--- src/rtl/tcm_pkg.sv ---
// Shared constants and types for the two-point touch calibration mapper.
`default_nettype none
package tcm_pkg;

  localparam int ScreenWidth  = 320;
  localparam int ScreenHeight = 240;
  localparam int RawMax       = 4095;
  localparam int FracBits     = 20;

  localparam int RawW   = 12;
  localparam int PixXW  = 9;
  localparam int PixYW  = 8;
  localparam int ScaleW = 32;
  localparam int OffW   = 44;
  // Dividend width for the scale division: (W-1) << FracBits.
  localparam int NumW   = 33;
  localparam int QW     = NumW;

  localparam logic OpPoll  = 1'b0;
  localparam logic OpStart = 1'b1;

  typedef struct packed {
    logic             operation;
    logic             touched;
    logic [RawW-1:0]  raw_x;
    logic [RawW-1:0]  raw_y;
  } tcm_in_t;

  typedef struct packed {
    logic              pressed;
    logic [PixXW-1:0]  pixel_x;
    logic [PixYW-1:0]  pixel_y;
    logic              calibrating;
    logic              calibration_done;
  } tcm_out_t;

  // Commands from the controller to the datapath.
  typedef struct packed {
    logic load;        // latch the input item
    logic cap_first;   // capture first corner
    logic cap_second;  // capture second corner
    logic div_start;   // start scale division on axis
    logic div_axis;    // 0 = x, 1 = y
    logic div_commit;  // write scale and offset
    logic map_start;   // start mapping of latched sample
  } tcm_cmd_t;

  typedef struct packed {
    logic div_busy;
    logic map_busy;
  } tcm_sts_t;

endpackage
`default_nettype wire

--- src/rtl/tcm_ctrl.sv ---
// Controller: calibration phase tracking and per-item sequencing.
`default_nettype none
module tcm_ctrl
  import tcm_pkg::*;
(
  input  wire logic      clk,
  input  wire logic      rst,
  input  wire logic      in_valid,
  output logic           in_ready,
  input  wire tcm_in_t   in_item,
  output logic           out_valid,
  input  wire logic      out_ready,
  output logic           out_pressed,
  output logic           out_cal,
  output logic           out_done,
  input  wire tcm_sts_t  sts,
  output tcm_cmd_t       cmd
);

  typedef enum logic [2:0] {
    PH_IDLE, PH_TL_PRESS, PH_TL_RELEASE, PH_BR_PRESS, PH_BR_RELEASE
  } phase_t;

  typedef enum logic [2:0] {
    S_READY, S_DIVX, S_DIVY, S_WAITY, S_MAP, S_OUT
  } state_t;

  phase_t phase;
  state_t state;
  logic   started;
  logic   accept;

  assign in_ready = (state == S_READY) && !out_valid;
  assign accept   = in_valid && in_ready;

  always_comb begin
    cmd = '0;
    cmd.load = accept;
    if (state == S_DIVX && !started) begin
      cmd.div_start = 1'b1;
    end
    if (state == S_DIVX && started && !sts.div_busy) cmd.div_commit = 1'b1;
    if (state == S_DIVY) begin
      cmd.div_axis = 1'b1;
      cmd.div_start = !started;
      cmd.div_commit = started && !sts.div_busy;
    end
    cmd.cap_first  = (state == S_WAITY) && (phase == PH_TL_PRESS);
    cmd.cap_second = (state == S_WAITY) && (phase == PH_BR_PRESS);
    cmd.map_start  = (state == S_MAP) && !started;
  end

  // S_WAITY is the generic "decode latched item" state.
  tcm_in_t it;

  always_ff @(posedge clk) begin
    if (rst) begin
      state <= S_READY; phase <= PH_IDLE; started <= 1'b0;
      out_valid <= 1'b0; out_pressed <= 1'b0; out_cal <= 1'b0; out_done <= 1'b0;
    end else begin
      if (out_valid && out_ready) out_valid <= 1'b0;
      unique case (state)
        S_READY: if (accept) begin it <= in_item; state <= S_WAITY; end
        S_WAITY: begin
          started <= 1'b0;
          out_pressed <= 1'b0; out_done <= 1'b0;
          if (it.operation == OpStart) begin
            phase <= PH_TL_PRESS; out_cal <= 1'b1; state <= S_OUT;
          end else begin
            unique case (phase)
              PH_TL_PRESS: begin
                if (it.touched) phase <= PH_TL_RELEASE;
                out_cal <= 1'b1; state <= S_OUT;
              end
              PH_TL_RELEASE: begin
                if (!it.touched) phase <= PH_BR_PRESS;
                out_cal <= 1'b1; state <= S_OUT;
              end
              PH_BR_PRESS: begin
                if (it.touched) phase <= PH_BR_RELEASE;
                out_cal <= 1'b1; state <= S_OUT;
              end
              PH_BR_RELEASE: begin
                if (!it.touched) begin
                  state <= S_DIVX;
                end else begin
                  out_cal <= 1'b1; state <= S_OUT;
                end
              end
              default: begin
                out_cal <= 1'b0;
                if (it.touched) begin out_pressed <= 1'b1; state <= S_MAP; end
                else state <= S_OUT;
              end
            endcase
          end
        end
        S_DIVX: begin
          if (!started) started <= 1'b1;
          else if (!sts.div_busy) begin started <= 1'b0; state <= S_DIVY; end
        end
        S_DIVY: begin
          if (!started) started <= 1'b1;
          else if (!sts.div_busy) begin
            started <= 1'b0; phase <= PH_IDLE; out_cal <= 1'b0; out_done <= 1'b1;
            state <= S_OUT;
          end
        end
        S_MAP: begin
          if (!started) started <= 1'b1;
          else if (!sts.map_busy) begin started <= 1'b0; state <= S_OUT; end
        end
        S_OUT: begin out_valid <= 1'b1; state <= S_READY; end
        default: state <= S_READY;
      endcase
    end
  end

`ifndef ASSERT_OFF
  a_done_idle: assert property (@(posedge clk) disable iff (rst)
    out_valid && out_done |-> !out_cal) else $error("done while calibrating");
  a_press_idle: assert property (@(posedge clk) disable iff (rst)
    out_valid && out_pressed |-> !out_cal && !out_done) else $error("pressed in cal");
  a_no_accept_busy: assert property (@(posedge clk) disable iff (rst)
    state != S_READY |-> !in_ready) else $error("ready while busy");
`endif

endmodule
`default_nettype wire

--- config.mk ---
export PLATFORM = sky130hd
export DESIGN_NAME = tcm_ctrl
export DESIGN_NICKNAME = d
export VERILOG_FILES = /design/src/rtl/tcm_pkg.sv /design/src/rtl/tcm_ctrl.sv
export SDC_FILE = /design/constraint.sdc
export NUM_CORES = 1
export LEC_CHECK = 0
export BUFFER_PORTS_ARGS = -buffer_cell sky130_fd_sc_hd__buf_2
export CORE_MARGIN = 3
export CORE_UTILIZATION = 35
export CTS_CLUSTER_SIZE = 28
export DETAILED_ROUTE_END_ITERATION = 7
export MAX_ROUTING_LAYER = met4
export PLACE_DENSITY_LB_ADDON = 0.1
export RECOVER_POWER = 100
export SYNTH_ARGS = -nofsm -noshare
export SYNTH_HDL_FRONTEND = slang
export SYNTH_SLANG_ARGS = --single-unit
--- constraint.sdc ---
create_clock -name clk -period 3.4 [get_ports clk]
set_input_delay 0.68 -clock clk [delete_from_list [all_inputs] [get_ports clk]]
set_output_delay 0.68 -clock clk [all_outputs]
set_load 0.01 [all_outputs]
* Word level (Yosys, flattened, before mapping) *
Index checks and enable logic that the tools add are counted.

cells by class
  bitwise gates (word level) = 1
  mux-type cells = 42
  reductions and logical operators = 25
  equality and inequality tests = 21

operators by type and width
  cell                  number
  $mux W3               16
  $mux W1               18
  $ne A4 B4 Y1 const B  4
  $pmux W3 S5           1
  $ne A2 B2 Y1 const B  7
  $reduce_and A7 Y1     2
  $eq A3 B2 Y1 const B  4
  $pmux W3 S2           2
  $logic_and A1 B1 Y1   10
  $eq A3 B3 Y1 const B  3
  $pmux W3 S3           1
  $eq A3 B1 Y1 const B  2
  $pmux W1 S2           3
  $reduce_and A3 Y1     2
  $ne A5 B2 Y1 const B  1
  $reduce_and A4 Y1     1
  $reduce_bool A2 Y1    2
  $reduce_or A4 Y1      1
  $logic_not A1 Y1      3
  $logic_not A3 Y1      1
  $pmux W1 S3           1
  $reduce_bool A3 Y1    1
  $reduce_or A3 Y1      1
  $reduce_or A2 Y1      1
  $not A1 Y1            1

word-level totals
  output and inout port bits = 12
  bits in registers = 13

* Longest topological paths before layout *
  word-level depth = 5
  depth in mapped cells = 5
  mapped depth without buffers = 4

* Least setup slack after synthesis *
OpenSTA, ideal clock, no wires.

  kind = reg2out
  start point = register state[1]
  end point = output port cmd[6] in the netlist's numbering
  stages on the path, launching flop included = 5
  arrival = 1327 ps
  setup slack = 1393 ps
  path through = dfxtp_1 -> clkbuf_1 -> nor4_1 -> and2_1 -> buf_4

between the ends
  word-level cells in the longest chain between the ends = 3

ends and longest elaborated chain
  item                    RTL line        text
  start, declared         tcm_ctrl.sv:29  state_t state;
  start signal, assigned  tcm_ctrl.sv:58  state <= S_READY; phase <= PH_IDLE; started <= 1'b0;
  start signal, assigned  tcm_ctrl.sv:63  S_READY: if (accept) begin it <= in_item; state <= S_WAITY; end
  start signal, assigned  tcm_ctrl.sv:68  phase <= PH_TL_PRESS; out_cal <= 1'b1; state <= S_OUT;
  $logic_not A3 Y1        tcm_ctrl.sv:33  assign in_ready = (state == S_READY) && !out_valid;
  $logic_and A1 B1 Y1     tcm_ctrl.sv:33
  via in_ready            tcm_ctrl.sv:9   output logic in_ready,
  $logic_and A1 B1 Y1     tcm_ctrl.sv:34  assign accept = in_valid && in_ready;
  end, declared           tcm_ctrl.sv:17  output tcm_cmd_t cmd

The timed path passes the listed nets, and every way through them passes these cells.

==> run summary <==
Placement
* pre-CTS WS: 1.35 ns
* placer congestion estimate: 0.757
* number of buffers added on ports: 19
* estimated wirelength of the detail-placed design: 1.37 mm
* count of placed standard cells including taps: 141

Worst setup path
* Arr. time, crit path: 1.72 ns
* highest cell delay on the worst timing path: 0.59 ns
* CP endpoint kind: output pin
* library cell contributing the largest single delay on the critical path: sky130_fd_sc_hd__dfxtp_1
* type of the worst setup path: reg -> out
* kind of launch point of the worst setup path: flip-flop
* CP cell instances: nand3b_1 > nor4b_1 > clkbuf_1
* critical path fanouts, max: 14
* critical path required time: 2.72 ns

STA
* max-slew headroom at the worst pin: 69.8%
* maximum clock frequency: 416 MHz
* Setup WS post-layout: 0.996 ns
* Final setup viols: 0
* Slew Limit Fails: 0
* final critical path time including I/O delays and setup: 2.40 ns
* Setup Skew: 0.00150 ns
* RSZ-0062 raised after global routing: false
* Least-Margin Pin Slew: 0.452 ns
* fraction of the cycle the final worst path needs: 70.7%
* final setup TNS: 0 ns
* Fin. Hold Viols: 0

Global routing
* final global-route overflow total: 0
* via count of the first global-routing pass: 725
* Tot GR Track Use: 15.3%
* first-pass GRT wire length: 3.20 mm
* antenna violations before repair: 0
* largest net degree at the start of global routing: 16

Pwr
* PwrDens: 607 nW/um^2
* share of total power in the clock network: 18.2%
* combinational cell fraction of total power: 38.2%
* worst vdd rail ir drop: 0.000322 V
* sw power: 240 uW
* portion of total power attributed to sequential cells: 43.6%
* Lkg Pwr: 0.000324 uW
* total power draw: 559 uW
* P_int: 319 uW
* Sw Share: 42.9%

Yosys
* post-synthesis sequential area ratio: 33.8%
* syn avg cell area: 8.13 um^2
* cells after synthesis: 102
* post-synthesis net count: 134
* area of the mapped netlist: 830 um^2
* number of library cell types mapped by synthesis: 40
* largest cells by area after synthesis: sky130_fd_sc_hd__dfxtp_1 (27%), sky130_fd_sc_hd__nor2_1 (7.7%), sky130_fd_sc_hd__edfxtp_1 (7.2%)
* area share of the largest cell type after synthesis: 26.5%
* Synthesis Warnings: 0
* flops & latches, synth: 13
* cell taking the most area after synthesis: sky130_fd_sc_hd__dfxtp_1

Clocking
* Post-CTS Hold Buffers: 0
* CTS Buf Count: 3
* source-to-sink clock delay at the later pin of the worst-skew pair: 0.29 ns
* number of sinks on the clock net: 13
* clock tree buffer depth: 2
* TritonCTS clock tree: built
* H-tree depth reported by CTS: 1
* Root Driver: sky130_fd_sc_hd__clkbuf_4
* cts repair resizes: 0
* buffers inserted during post-CTS setup optimization: 0
* Clk pin slew, worst setup/hold paths: 0.09 ns

Routing
* residual antenna-violating net count after detailed routing: 0
* wire length reported by the detailed router: 1.90 mm
* Avg Vias per Cell: 5.47
* number of iterations in the first detailed-routing pass: 4
* detailed router's first-iteration violation count: 7
* count of unresolved DRC violations after routing: 0
* vias after detailed routing: 793
* Avg WL per Cell: 13.1 um

Finish
* Post-layout nets: 150
* final-layout fill cell count: 252
* area growth from synthesis to layout: 11.0%
* utilization after layout: 41.2%
* Antenna diodes: 0
* share of final-layout standard cells stronger than drive strength 1: 12.0%
* final cell count without fillers: 145
* Multi-input gate area: 482 um^2
* register area: 280 um^2

Job
* maxcap violations: 0

Run status
* result of the run: finished clean

Die
* die height: 54.7 um
* Cell Rows: 17
* num ports: 44
* die area: 2990 um^2
* placeable core region: 2230 um^2
* Starting Density: 37.1%
* die span in x: 54.7 um

Worst hold path
* class of the tightest hold or removal check: reg -> reg

-- routing by layer --
layer | global-route usage (%) | up-vias | wire length [um]
met2 | 22.6 | 20 | 919
li1 | - | 400 | -
met4 | 7.47 | 0 | 19
met3 | 3.27 | 4 | 86
met1 | 19.4 | 369 | 874
met5 | - | - | 0
-- cell usage in the layout (no fill, tap or decap), drive strengths merged, types with 2 or more instances in the layout --
| cell type | Yosys | final |
|---|---|---|
| nor2 | 17 | 17 |
| clkbuf | 2 | 14 |
| dfxtp | 11 | 11 |
| buf | 6 | 8 |
| nor2b | 6 | 6 |
| a21oi | 6 | 6 |
| nand2b | 5 | 5 |
| o21ai | 5 | 5 |
| inv | 4 | 4 |
| nand2 | 4 | 4 |
| nor3 | 3 | 3 |
| a32o | 3 | 3 |
| a211oi | 3 | 3 |
| nor4b | 2 | 2 |
| o21bai | 2 | 2 |
| nand3b | 2 | 2 |
| o21a | 2 | 2 |
| edfxtp | 2 | 2 |
-- cells in the mapped netlist --
cell,n
sky130_fd_sc_hd__a211oi_1,3
sky130_fd_sc_hd__nor2b_1,6
sky130_fd_sc_hd__nor4_1,1
sky130_fd_sc_hd__a41oi_1,1
sky130_fd_sc_hd__o2111ai_1,1
sky130_fd_sc_hd__o21ai_1,1
sky130_fd_sc_hd__buf_6,1
sky130_fd_sc_hd__edfxtp_1,2
sky130_fd_sc_hd__nor4b_1,2
sky130_fd_sc_hd__dfxtp_1,11
sky130_fd_sc_hd__buf_2,3
sky130_fd_sc_hd__nor3_1,3
sky130_fd_sc_hd__o22ai_1,1
sky130_fd_sc_hd__o31a_1,1
sky130_fd_sc_hd__nand3_1,1
sky130_fd_sc_hd__a22o_1,1
sky130_fd_sc_hd__mux2i_1,1
sky130_fd_sc_hd__a31oi_1,1
sky130_fd_sc_hd__a221oi_1,1
sky130_fd_sc_hd__nand2_1,4
sky130_fd_sc_hd__a21oi_1,4
sky130_fd_sc_hd__or2b_1,1
sky130_fd_sc_hd__o2111a_1,1
sky130_fd_sc_hd__o21bai_1,2
sky130_fd_sc_hd__nand2b_1,5
sky130_fd_sc_hd__buf_4,2
sky130_fd_sc_hd__o21ai_0,4
sky130_fd_sc_hd__nor2_1,17
sky130_fd_sc_hd__inv_1,4
sky130_fd_sc_hd__o21a_1,2
sky130_fd_sc_hd__a21oi_2,1
sky130_fd_sc_hd__o2bb2ai_1,1
sky130_fd_sc_hd__and3_1,1
sky130_fd_sc_hd__a32o_1,3
sky130_fd_sc_hd__nand3b_1,2
sky130_fd_sc_hd__or3b_4,1
sky130_fd_sc_hd__clkbuf_1,2
sky130_fd_sc_hd__and2_1,1
sky130_fd_sc_hd__a21oi_4,1
sky130_fd_sc_hd__o221ai_1,1
-- kinds of logic after synthesis --
family | count (synthesis) | share of synthesized area [%]
muxes | 1 | 1.21
buffers and inverters | 12 | 7.69
DFF | 13 | 33.8
AOI/OAI and AO/OA | 31 | 28.7
and+or+nand+nor | 45 | 28.7
-- power by group through the flow --
stage | logic [uW] | registers, uW | clock network (uW)
2_1_floorplan | 202 | 210 | 0
3_3_place_gp | 224 | 246 | 0
3_5_place_dp | 225 | 245 | 0
4_1_cts | 227 | 241 | 105
5_1_grt | 241 | 250 | 113
6_report | 214 | 244 | 102
-- registers in the layout, indices dropped and copies added (netlist names) --
name,count
out_pressed,1
it,2
out_cal,1
state,3
out_valid,1
out_done,1
phase,3
started,1
-- critical path: cells and delay by family (launching register included) --
family	cells	cell delay, ns
and+or+nand+nor	2	0.66
DFF	1	0.59
buffers and inverters	1	0.18
-- layout make-up --
| cell class | instances | share of cell area, % |
|---|---|---|
| Multi-Input combinational cell | 77 | 52.3 |
| Sequential cell | 13 | 30.4 |
| Timing Repair Buffer | 19 | 8.83 |
| Tap cell | 28 | 3.80 |
| Clock buffer | 3 | 2.45 |
| Inverter | 4 | 1.63 |
| Clock inverter | 1 | 0.543 |
-- final timing paths --
check	start	endpoint	slack (ns)	cells past startpoint
hold / removal	out_done	out_done	0.50	2
hold reg to reg	out_done	out_done	0.50	2
setup / recovery	state[1]	cmd[5]	1.0	3
setup reg to reg	state[2]	out_cal	1.75	4
-- per-stage QoR --
step           instance area [um^2]  hold slack, ns
2_1_floorplan                   830           0.520
3_3_place_gp                    911           0.471
3_5_place_dp                    911           0.488
4_1_cts                         938           0.508
5_1_grt                         921           0.547
6_report                        921           0.499
No activity file was read; power rests on OpenSTA's default activity.
